### config.mk
export PLATFORM = sky130hd
export DESIGN_NAME = trimmed_mean_ph_sensor
export DESIGN_NICKNAME = d
export VERILOG_FILES = /design/src/rtl/tmps_pkg.sv /design/src/rtl/tmps_cell.sv /design/src/rtl/tmps_div.sv /design/src/rtl/trimmed_mean_ph_sensor.sv
export SDC_FILE = /design/constraint.sdc
export NUM_CORES = 1
export LEC_CHECK = 0
export BUFFER_PORTS_ARGS = -buffer_cell sky130_fd_sc_hd__buf_4
export CELL_PAD_IN_SITES_DETAIL_PLACEMENT = 2
export CELL_PAD_IN_SITES_GLOBAL_PLACEMENT = 2
export CORE_AREA = 2 2 275 168
export DETAILED_ROUTE_END_ITERATION = 12
export DIE_AREA = 0 0 277 170
export HOLD_SLACK_MARGIN = 0.08
export PLACE_DENSITY = 0.88
export RECOVER_POWER = 100
export SYNTH_ARGS = -nofsm -noshare
export SYNTH_HDL_FRONTEND = slang
export SYNTH_SLANG_ARGS = --single-unit
### constraint.sdc
create_clock -name clk -period 9.2 [get_ports clk]
set_input_delay 0.46 -clock clk [delete_from_list [all_inputs] [get_ports clk]]
set_output_delay 0.46 -clock clk [all_outputs]
set_load 0.01 [all_outputs]
### src/rtl/tmps_pkg.sv
`default_nettype none
// ----------------------------------------------------------------------------
// tmps_pkg: shared types and constants of the trimmed-mean pH block
// Port widths, pH scaling constants, cell control, divider status and FSM encoding.
// ----------------------------------------------------------------------------
package tmps_pkg;

	localparam int SAMPLE_W   = 10;   // width of the sample port
	localparam int TSUM_W     = 13;   // width of trimmed_sum
	localparam int PH_W       = 17;   // width of ph_value
	localparam int PH_MUL     = 35;   // 5.0 * 3.5 * 2
	localparam int PH_FRAC    = 12;   // pH held in 1/4096 steps

	typedef struct packed {
		logic ins;    // insert the broadcast sample in order
		logic shift;  // move every entry one cell toward cell 0
	} cell_ctl_t;

	typedef struct packed {
		logic busy;
		logic done;
	} div_stat_t;

	typedef enum logic [2:0] {
		ST_FILL,
		ST_SUM,
		ST_PREP,
		ST_DIV,
		ST_OUT
	} state_t;

endpackage
`default_nettype wire

### src/rtl/tmps_cell.sv
`default_nettype none
// ----------------------------------------------------------------------------
// tmps_cell: one cell of the insertion chain
// Holds one ordered entry; on insert it keeps, takes the new sample or takes
// its lower neighbor's entry; on shift it takes its upper neighbor's entry.
// ----------------------------------------------------------------------------
module tmps_cell #(
	parameter int W = 10
) (
	input  wire                     clk,
	input  wire                     arst_n,
	input  wire tmps_pkg::cell_ctl_t ctl,
	input  wire  [W-1:0]            din,
	input  wire  [W-1:0]            left_val,
	input  wire                     left_valid,
	input  wire                     left_moves,
	input  wire  [W-1:0]            right_val,
	input  wire                     right_valid,
	output logic [W-1:0]            val,
	output logic                    valid,
	output logic                    moves
);

	logic [W-1:0] val_q;
	logic         valid_q;
	logic         take;

	// an empty cell counts as holding +infinity
	assign take  = !valid_q || (din < val_q);
	assign moves = valid_q && (din < val_q);

	always_ff @(posedge clk or negedge arst_n) begin
		if (!arst_n) begin
			valid_q <= 1'b0;
		end else if (ctl.shift) begin
			valid_q <= right_valid;
		end else if (ctl.ins && take && left_valid) begin
			valid_q <= 1'b1;
		end
	end

	always_ff @(posedge clk) begin
		if (ctl.shift) begin
			val_q <= right_val;
		end else if (ctl.ins && take) begin
			if (left_moves) begin
				val_q <= left_val;
			end else if (left_valid) begin
				val_q <= din;
			end
		end
	end

	assign val   = val_q;
	assign valid = valid_q;

endmodule
`default_nettype wire

### src/rtl/tmps_div.sv
`default_nettype none
// ----------------------------------------------------------------------------
// tmps_div: divider by a fixed constant
// Reciprocal multiplication: the dividend is registered, then one multiply
// and shift gives the quotient, which is registered as well.
// ----------------------------------------------------------------------------
module tmps_div #(
	parameter int W       = 23,
	parameter int DIVISOR = 6
) (
	input  wire                     clk,
	input  wire                     arst_n,
	input  wire                     start,
	input  wire  [W-1:0]            dividend,
	output tmps_pkg::div_stat_t     stat,
	output logic [W-1:0]            quotient
);

	// m = ceil(2^(W+l) / d), l = ceil(log2 d): exact for every W-bit dividend
	localparam int              SH    = W + $clog2(DIVISOR);
	localparam longint unsigned RECIP = ((64'd1 << SH) + 64'(DIVISOR) - 64'd1) /
	                                    64'(DIVISOR);
	localparam int              PW    = 2 * W + 1;

	logic [W-1:0]  x_q;
	logic [W-1:0]  quo_q;
	logic          busy_q;
	logic          done_q;
	logic [W:0]    recip;
	logic [PW-1:0] prod;

	assign recip = (W+1)'(RECIP);
	assign prod  = PW'(x_q) * PW'(recip);

	always_ff @(posedge clk or negedge arst_n) begin
		if (!arst_n) begin
			busy_q <= 1'b0;
			done_q <= 1'b0;
		end else begin
			busy_q <= start;
			done_q <= busy_q;
		end
	end

	always_ff @(posedge clk) begin
		if (start) begin
			x_q <= dividend;
		end
		if (busy_q) begin
			quo_q <= W'(prod >> SH);
		end
	end

	assign stat.busy = busy_q;
	assign stat.done = done_q;
	assign quotient  = quo_q;

endmodule
`default_nettype wire

### src/rtl/trimmed_mean_ph_sensor.sv
`default_nettype none
// ----------------------------------------------------------------------------
// trimmed_mean_ph_sensor: trimmed mean of a sample batch with pH scaling
// Orders each batch of samples, drops the extremes, sums the rest and
// scales the sum to pH in 1/4096 steps.
// ----------------------------------------------------------------------------
// Samples are taken one per cycle while a batch fills; each one is placed in
// order by a chain of BATCH_SIZE insertion cells as it arrives. After the
// last sample of a batch, in_ready stays low while the chain shifts its
// BATCH_SIZE entries out through the accumulator, through a setup state,
// the constant divider that scales the sum (dividend register, then one
// reciprocal multiply) and the state that loads the result register.
// At the defaults a batch is 10 samples. If the previous result has not
// been taken, the block waits for it before loading the new one.
module trimmed_mean_ph_sensor #(
	parameter int BATCH_SIZE    = 10,
	parameter int TRIM_EACH_END = 2,
	parameter int SAMPLE_BITS   = 10
) (
	input  wire                            clk,
	input  wire                            arst_n,
	input  wire                            in_valid,
	output logic                           in_ready,
	input  wire  [tmps_pkg::SAMPLE_W-1:0]  sample,
	output logic                           out_valid,
	input  wire                            out_ready,
	output logic [tmps_pkg::TSUM_W-1:0]    trimmed_sum,
	output logic [tmps_pkg::PH_W-1:0]      ph_value
);

	localparam int CENTRE  = BATCH_SIZE - 2 * TRIM_EACH_END;
	localparam int DIVISOR = (CENTRE > 0) ? CENTRE : 1;
	localparam int CNT_W   = $clog2(BATCH_SIZE);
	localparam int SUM_W   = SAMPLE_BITS + $clog2(BATCH_SIZE + 1);
	localparam int M_W     = SUM_W + 9;
	localparam int SCALE_B = SAMPLE_BITS + 1;   // log2 of 2 * 2^SAMPLE_BITS
	localparam int SATS_W  = SUM_W + tmps_pkg::TSUM_W;
	localparam int SATP_W  = M_W + tmps_pkg::PH_W;
	localparam int SAMPLE_W_EXT = tmps_pkg::SAMPLE_W + SAMPLE_BITS;

	tmps_pkg::state_t    state_q, state_d;
	tmps_pkg::cell_ctl_t ctl;
	tmps_pkg::div_stat_t div_stat;

	logic [CNT_W-1:0]       cnt_q;
	logic [CNT_W-1:0]       idx_q;
	logic [SUM_W-1:0]       sum_q;
	logic                   in_fire;
	logic                   last_in;
	logic                   div_start;
	logic                   out_load;
	logic                   acc_win;
	logic [SAMPLE_W_EXT-1:0] sample_x;
	logic [SAMPLE_BITS-1:0] din;
	logic [M_W-1:0]         prod;
	logic [M_W-1:0]         dividend;
	logic [M_W-1:0]         quotient;
	logic [SATS_W-1:0]      sum_x;
	logic [SATP_W-1:0]      ph_x;

	logic [SAMPLE_BITS-1:0] cell_val [BATCH_SIZE];
	logic [BATCH_SIZE-1:0]  cell_valid;
	logic [BATCH_SIZE-1:0]  cell_moves;

	// only the low SAMPLE_BITS bits of a sample count
	assign sample_x = SAMPLE_W_EXT'(sample);
	assign din      = sample_x[SAMPLE_BITS-1:0];

	assign in_fire = in_valid && in_ready;
	assign last_in = (cnt_q == CNT_W'(BATCH_SIZE - 1));

	// ---------------- insertion chain ----------------
	for (genvar i = 0; i < BATCH_SIZE; i++) begin : g_cell
		logic [SAMPLE_BITS-1:0] lv, rv;
		logic                   lvalid, lmoves, rvalid;
		if (i == 0) begin : g_first
			assign lv     = '0;
			assign lvalid = 1'b1;
			assign lmoves = 1'b0;
		end else begin : g_mid
			assign lv     = cell_val[i-1];
			assign lvalid = cell_valid[i-1];
			assign lmoves = cell_moves[i-1];
		end
		if (i == BATCH_SIZE - 1) begin : g_last
			assign rv     = '0;
			assign rvalid = 1'b0;
		end else begin : g_inner
			assign rv     = cell_val[i+1];
			assign rvalid = cell_valid[i+1];
		end
		tmps_cell #(
			.W (SAMPLE_BITS)
		) u_cell (
			.clk         (clk),
			.arst_n      (arst_n),
			.ctl         (ctl),
			.din         (din),
			.left_val    (lv),
			.left_valid  (lvalid),
			.left_moves  (lmoves),
			.right_val   (rv),
			.right_valid (rvalid),
			.val         (cell_val[i]),
			.valid       (cell_valid[i]),
			.moves       (cell_moves[i])
		);
	end

	// ---------------- control ----------------
	always_ff @(posedge clk or negedge arst_n) begin
		if (!arst_n) begin
			state_q <= tmps_pkg::ST_FILL;
		end else begin
			state_q <= state_d;
		end
	end

	always_comb begin
		state_d   = state_q;
		in_ready  = 1'b0;
		ctl.ins   = 1'b0;
		ctl.shift = 1'b0;
		div_start = 1'b0;
		out_load  = 1'b0;
		unique case (state_q)
			tmps_pkg::ST_FILL: begin
				in_ready = 1'b1;
				ctl.ins  = in_valid;
				if (in_valid && last_in) begin
					state_d = tmps_pkg::ST_SUM;
				end
			end
			tmps_pkg::ST_SUM: begin
				ctl.shift = 1'b1;
				if (idx_q == CNT_W'(BATCH_SIZE - 1)) begin
					state_d = tmps_pkg::ST_PREP;
				end
			end
			tmps_pkg::ST_PREP: begin
				div_start = 1'b1;
				state_d   = tmps_pkg::ST_DIV;
			end
			tmps_pkg::ST_DIV: begin
				if (div_stat.done) begin
					state_d = tmps_pkg::ST_OUT;
				end
			end
			tmps_pkg::ST_OUT: begin
				if (!out_valid || out_ready) begin
					out_load = 1'b1;
					state_d  = tmps_pkg::ST_FILL;
				end
			end
			default: begin
				state_d = tmps_pkg::ST_FILL;
			end
		endcase
	end

	// cell 0 presents the ordered entries one by one during the shift-out
	assign acc_win = (idx_q >= CNT_W'(TRIM_EACH_END)) &&
	                 ({1'b0, idx_q} < (CNT_W+1)'(BATCH_SIZE - TRIM_EACH_END));

	always_ff @(posedge clk or negedge arst_n) begin
		if (!arst_n) begin
			cnt_q <= '0;
			idx_q <= '0;
		end else begin
			if (in_fire) begin
				cnt_q <= last_in ? '0 : cnt_q + CNT_W'(1);
			end
			if (ctl.shift) begin
				idx_q <= (idx_q == CNT_W'(BATCH_SIZE - 1)) ? '0 : idx_q + CNT_W'(1);
			end
		end
	end

	always_ff @(posedge clk) begin
		if (in_fire && last_in) begin
			sum_q <= '0;
		end else if (ctl.shift && acc_win) begin
			sum_q <= sum_q + SUM_W'(cell_val[0]);
		end
	end

	// ---------------- pH scaling ----------------
	// ph = floor(sum * 35 * 2^12 / (2^(SAMPLE_BITS+1) * centre))
	assign prod = M_W'(sum_q) * M_W'(tmps_pkg::PH_MUL);

	if (SCALE_B <= tmps_pkg::PH_FRAC) begin : g_shl
		assign dividend = prod << (tmps_pkg::PH_FRAC - SCALE_B);
	end else begin : g_shr
		assign dividend = prod >> (SCALE_B - tmps_pkg::PH_FRAC);
	end

	tmps_div #(
		.W       (M_W),
		.DIVISOR (DIVISOR)
	) u_div (
		.clk      (clk),
		.arst_n   (arst_n),
		.start    (div_start),
		.dividend (dividend),
		.stat     (div_stat),
		.quotient (quotient)
	);

	// ---------------- result register ----------------
	assign sum_x = SATS_W'(sum_q);
	assign ph_x  = SATP_W'(quotient);

	always_ff @(posedge clk or negedge arst_n) begin
		if (!arst_n) begin
			out_valid <= 1'b0;
		end else if (out_load) begin
			out_valid <= 1'b1;
		end else if (out_ready) begin
			out_valid <= 1'b0;
		end
	end

	always_ff @(posedge clk) begin
		if (out_load) begin
			trimmed_sum <= (sum_x > SATS_W'((1 << tmps_pkg::TSUM_W) - 1)) ?
			               '1 : sum_x[tmps_pkg::TSUM_W-1:0];
			ph_value    <= (ph_x > SATP_W'((1 << tmps_pkg::PH_W) - 1)) ?
			               '1 : ph_x[tmps_pkg::PH_W-1:0];
		end
	end

	// ---------------- checks ----------------
	a_fill_count: assert property (@(posedge clk) disable iff (!arst_n)
		state_q == tmps_pkg::ST_FILL |-> $countones(cell_valid) == int'(cnt_q))
		else $error("chain occupancy does not match batch count");

	a_last_blocks: assert property (@(posedge clk) disable iff (!arst_n)
		in_fire && last_in |=> !in_ready)
		else $error("request taken after the batch was complete");

	a_chain_empty: assert property (@(posedge clk) disable iff (!arst_n)
		state_q == tmps_pkg::ST_PREP |-> cell_valid == '0)
		else $error("chain not empty after shift-out");

	a_div_idle: assert property (@(posedge clk) disable iff (!arst_n)
		div_start |-> !div_stat.busy)
		else $error("divider started while busy");

endmodule
`default_nettype wire
# Word-level counts from Yosys, hierarchy flattened

Cells that the tools add are included.

$add $sub $neg: 3
Multipliers: 2
$lt $le $gt $ge: 14
Equality and inequality tests: 10
Mux-type cells: 71
Reductions and logical operators: 94

Operators with widths:

| kind                   | number |
|---|---|
| $mux 10                | 36 |
| $lt 10x10->1           | 10 |
| $mul 20x24->44 const B | 1 |
| $reduce_bool 2->1      | 20 |
| $logic_and 1x1->1      | 33 |
| $mux 1                 | 28 |
| $reduce_bool 3->1      | 8 |
| $gt 21x17->1 const B   | 1 |
| $mul 14x6->20 const B  | 1 |
| $reduce_and 2->1       | 9 |
| $pmux 3 s5             | 1 |
| $add 14x10->14         | 1 |
| $gt 14x13->1 const B   | 1 |
| $mux 3                 | 4 |
| $logic_not 1->1        | 11 |
| $logic_or 1x1->1       | 11 |
| $add 4x1->4 const B    | 2 |
| $eq 4x4->1 const B     | 2 |
| $mux 4                 | 2 |
| $eq 3x2->1 const B     | 2 |
| $ne 2x2->1 const B     | 3 |
| $ge 4x2->1 const B     | 1 |
| $lt 4x4->1 const B     | 1 |
| $reduce_and 4->1       | 1 |
| other kinds (4)        | 4 |

Register bits: 209
Bits of input ports: 14
Output and inout port bits: 32
Word-level logic and storage cells: 225

# Depth between registers and ports, before layout

Word-level depth: 6
Gate-level depth with buffers: 23
Gate-level depth less buffers: 23

# Modules after synthesis

From an unflattened synthesis, not the netlist that was laid out.

Cells, all modules: 2093
Area total of the unflattened synthesis: 21121.5 µm²

By module, submodules not included:

| module                 | instances | cells each | area an instance (µm²) |
|---|---|---|---|
| tmps_div               | 1         | 823        | 8846.0 |
| tmps_cell              | 10        | 85         | 820.8 |
| trimmed_mean_ph_sensor | 1         | 420        | 4067.7 |

# Least setup slack after synthesis

Ideal clock, no wire load.

Kind: register to register
Start point: register u_div.x_q[17]
End point: register u_div.quo_q[11], in the netlist u_div.quotient[11] (data pin)
Setup time: 0.259 ns
Arrival time: 6.150 ns
Data required time: 8.941 ns
Path slack: 2.791 ns
Cell stages (with the launch flop): 20
Buffers on the path: 0
Clock period less this slack: 6.409 ns
Path through: edfxtp_1 > ha_1 > fa_1 > inv_1 > fa_1 > inv_1 > fa_1 > fa_1 > inv_1 > fa_1 > inv_1 > fa_1 > ha_1 > nand4_1 > or3_1 > a211o_1 > and4_1 > o21ai_0 > a31oi_1 > xnor2_1

Cells in the longest elaborated chain, start to end: 1

RTL lines:

| item                     | line           | RTL |
|---|---|---|
| start: declaration       | tmps_div.sv:25 | `logic [W-1:0] x_q;` |
| start signal: assignment | tmps_div.sv:47 | `x_q <= dividend;` |
| $mul 20x24->44           | tmps_div.sv:33 | `assign prod = PW'(x_q) * PW'(recip);` |
| net u_div.prod[37]       | tmps_div.sv:30 | `logic [PW-1:0] prod;` |
| end signal: assignment   | tmps_div.sv:50 | `quo_q <= W'(prod >> SH);` |
| end: declaration         | tmps_div.sv:26 | `logic [W-1:0] quo_q;` |

The timed path passes the listed nets, and every way through them passes these cells.
A chain may end at the register's enable or synchronous reset.

# Worst setup path after layout

Start point: register state_q[0]
End point: register g_cell[7].u_cell.val_q[4] (data pin)

Cells in the longest elaborated chain, start to end: 3

RTL lines:

| item                     | line                          | RTL |
|---|---|---|
| start: declaration       | trimmed_mean_ph_sensor.sv:41  | `tmps_pkg::state_t state_q, state_d;` |
| start signal: assignment | trimmed_mean_ph_sensor.sv:113 | `state_q <= tmps_pkg::ST_FILL;` |
| start signal: assignment | trimmed_mean_ph_sensor.sv:115 | `state_q <= state_d;` |
| $eq 3x1->1               | trimmed_mean_ph_sensor.sv:126 | `unique case (state_q)` |
| $mux 1                   | trimmed_mean_ph_sensor.sv:126 |  |
| $mux 10                  | tmps_cell.sv:43               | `if (ctl.shift) begin` |
| end signal: assignment   | tmps_cell.sv:44               | `val_q <= right_val;` |
| end signal: assignment   | tmps_cell.sv:47               | `val_q <= left_val;` |
| end signal: assignment   | tmps_cell.sv:49               | `val_q <= din;` |
| end: declaration         | tmps_cell.sv:24               | `logic [W-1:0] val_q;` |

Every way passes these cells.

==> impl_metrics.env <==
export IMPL_floorplan_io_pins=46
export IMPL_yosysTopAreaCell="edfxtp_1"
export IMPL_status="finished, violations left"
export IMPL_fmax_mhz=128.9
export IMPL_synth_warning_count=0
export IMPL_layout_drive_gt1_share=0.03656
export IMPL_vias=15101
export IMPL_holdWs_ns=0.2197
export IMPL_synth_yosys_seq_area_share=0.3082
export IMPL_wl_um=73490
export IMPL_startpoint_type="register"
export IMPL_worst_pin_slew_ns=4.724
export IMPL_endpoint_kind="register"
export IMPL_final_cells=2532
export IMPL_ys_seq_elements=207
export IMPL_core_area_mm2=0.04444
export IMPL_cts_root_buf="clkbuf_16"
export IMPL_gp_congestion=0.9095
export IMPL_dieHeight_um=170
export IMPL_nNetsFinal=2379
export IMPL_grt_usage=0.3146
export IMPL_antenna_found_initial=1
export IMPL_grt_pass1_vias=17485
export IMPL_syn_area_mm2=0.01900
export IMPL_gr_total_overflow=0
export IMPL_cts_inserted_buffers=24
export IMPL_clkSlewWorstSetupHoldPaths_ns=0.07
export IMPL_min_period_over_period=0.8433
export IMPL_wl_per_cell_um=29.02
export IMPL_grt_max_degree=118
export IMPL_port_buffers=45
export IMPL_fin_tns_setup_ns=0
export IMPL_drcViolationCount=0
export IMPL_detail_route_vias_per_cell=5.964
export IMPL_relSlewSlack=-2.149
export IMPL_num_rows=60
export IMPL_clkLatencyLatePin_ns=0.55
export IMPL_fin_crit_ns=7.758
export IMPL_ys_types=61
export IMPL_place_hpwl_um=51300
export IMPL_cp_arrival_ns=7.82
export IMPL_grt_pass1_wl_um=111400
export IMPL_maxCapViolations=5
export IMPL_dp_cells=2486
export IMPL_first_iter_violations=1329
export IMPL_critPathRequiredTime_ns=9.26
export IMPL_syn2layout_area_growth_pct=8.547
export IMPL_synthesis_nets=2347
export IMPL_rsz0062_at_grt="false"
export IMPL_synth_top_area_share=0.2513
export IMPL_dieWidth_um=277
export IMPL_cts_path_max_buffers=3
export IMPL_stdcell_area_mm2=0.02062
export IMPL_setup_viol=0
export IMPL_die_area_mm2=0.04709
export IMPL_worstSetupPathType="register to register"
export IMPL_ys_top_cells_by_area="edfxtp_1 (25%), ha_1 (20%), fa_1 (14%)"
export IMPL_cts_tree="done"
export IMPL_avgSynthCellArea_um2=10.04
export IMPL_cts_sinks=207
export IMPL_violations="max-capacitance violations, max-slew violations"
export IMPL_h_tree_depth=1
export IMPL_final_hold_viol_count=0
export IMPL_firstDrtPassIters=5
export IMPL_drv_slew=280
export IMPL_start_util=0.4275
export IMPL_synth_cells=1892
export IMPL_hold_path_class="input pin to register"
export IMPL_placedInstanceArea_mm2=0.01997
export IMPL_postRouteAntennaNets=0
export IMPL_synthArstFlopShare=0.1159
export IMPL_synth_edf_count=159
export IMPL_skew_ns=0.01514
export IMPL_ys_flop_type="edfxtp_1"
export IMPL_worst_path_max_fanout=117
export IMPL_cts_setup_buffers=0
-- per-layer routing --
| metal | wire, um | track usage | share of wire |
|---|---|---|---|
| met1 | 30780 | 0.3979 | 0.42 |
| met5 | 138 | 0.02154 | 0.0019 |
| met4 | 2517 | 0.1078 | 0.034 |
| met3 | 5540 | 0.07716 | 0.075 |
| met2 | 34520 | 0.5264 | 0.47 |
-- repair_timing --
action                                 in CTS  in global routing
resized for setup                           0                  0
endpoints found under the hold margin      24                  0
hold buffers                                1                  0
-- critical path: stages, from the launching register on --
cell and delay [ns]:
dfrtp_1 0.50, nor3b_1 0.28, clkbuf_1 2.13, clkbuf_1 3.45, o21ai_0 0.80
-- flip-flops by register name (all words and copies together), names as in the netlist --
name / cells
g_cell.u_cell.valid: 10
trimmed_sum: 13
idx_q: 4
u_div.done_q: 1
cnt_q: 4
u_div.busy_q: 1
state_q: 3
u_div.quotient: 19
out_valid: 1
g_cell.u_cell.val: 100
sum_q: 14
ph_value: 17
u_div.x_q: 20
-- metrics by stage --
stage	util	setup WS, ns
final	0.4641	1.442
after global routing	0.4641	1.062
after CTS	0.4680	1.736
after detailed placement	0.4494	1.959
after global placement	0.4494	2.415
after floorplan	-	2.791
-- cells in the mapped netlist (all sizes together) (6+ instances only) --
library cell / instances
nor2b: 13
nand2b: 29
o211ai: 8
or2: 6
inv: 366
xor2: 15
xnor2: 34
dfrtp: 24
a21oi: 82
clkbuf: 37
a31oi: 11
nor2: 32
dfxtp: 24
o21ai: 158
buf: 21
edfxtp: 159
nand2: 153
o21bai: 6
nand3: 15
fa: 132
o21a: 11
ha: 309
nor3: 18
a2111oi: 6
a21o: 37
mux2i: 88
or3: 27
-- cell type report --
class,count,area [um^2]
antenna,1,2.502
clock buffer,37,752.0
clock inverter,7,63.81
fill,4617,23820
inverter,366,1374
multi-input combinational,1261,11510
sequential,207,5856
tap,589,737.0
timing repair buffer,64,325.3
-- final timing paths --
check,from,endpoint,slack [ns],cells past startpoint
worst max-delay path,state_q[0]$_DFFE_PN0P_,g_cell[7].u_cell.val[4]$_DFFE_PP_,1.44,4
worst min-delay path,out_ready,out_valid$_DFFE_PN0P_,0.22,3
worst max register to register,state_q[0]$_DFFE_PN0P_,g_cell[7].u_cell.val[4]$_DFFE_PP_,1.44,4
max in group asynchronous,arst_n,cnt_q[3]$_DFFE_PN0P_,7.61,2
worst min register to register,u_div.quotient[14]$_DFFE_PP_,ph_value[14]$_SDFFCE_PN1P_,0.50,1
min in group asynchronous,arst_n,g_cell[9].u_cell.valid$_DFFE_PN0P_,0.78,2
-- cell usage in the layout (no fill, tap or decap), drive strengths merged, types with 6 or more instances in the layout --
cell type / instances
o21bai: 6
a31oi: 11
ha: 309
dfxtp: 24
dfrtp: 24
o21a: 11
a21o: 37
buf: 21
fa: 132
xnor2: 34
or3: 27
nor3: 18
a21oi: 82
o211ai: 8
nor2b: 13
nand2b: 29
inv: 367
a2111oi: 6
or2: 6
nor2: 32
o21ai: 158
xor2: 15
clkbuf: 79
edfxtp: 159
nand2: 153
mux2i: 88
nand3: 15
-- kinds of logic after synthesis --
| logic type | Yosys count | share of synthesized area |
|---|---|---|
| compound gates | 360 | 0.1130 |
| xor+xnor | 49 | 0.02259 |
| fa+ha+maj | 441 | 0.3426 |
| buf+inv | 424 | 0.08593 |
| flops | 207 | 0.3082 |
| mux | 88 | 0.04636 |
| simple gates | 323 | 0.08139 |
Power is left out: the tool's default activity adds up to more than one toggle a clock period on the data nets, which glitch-free logic cannot reach.
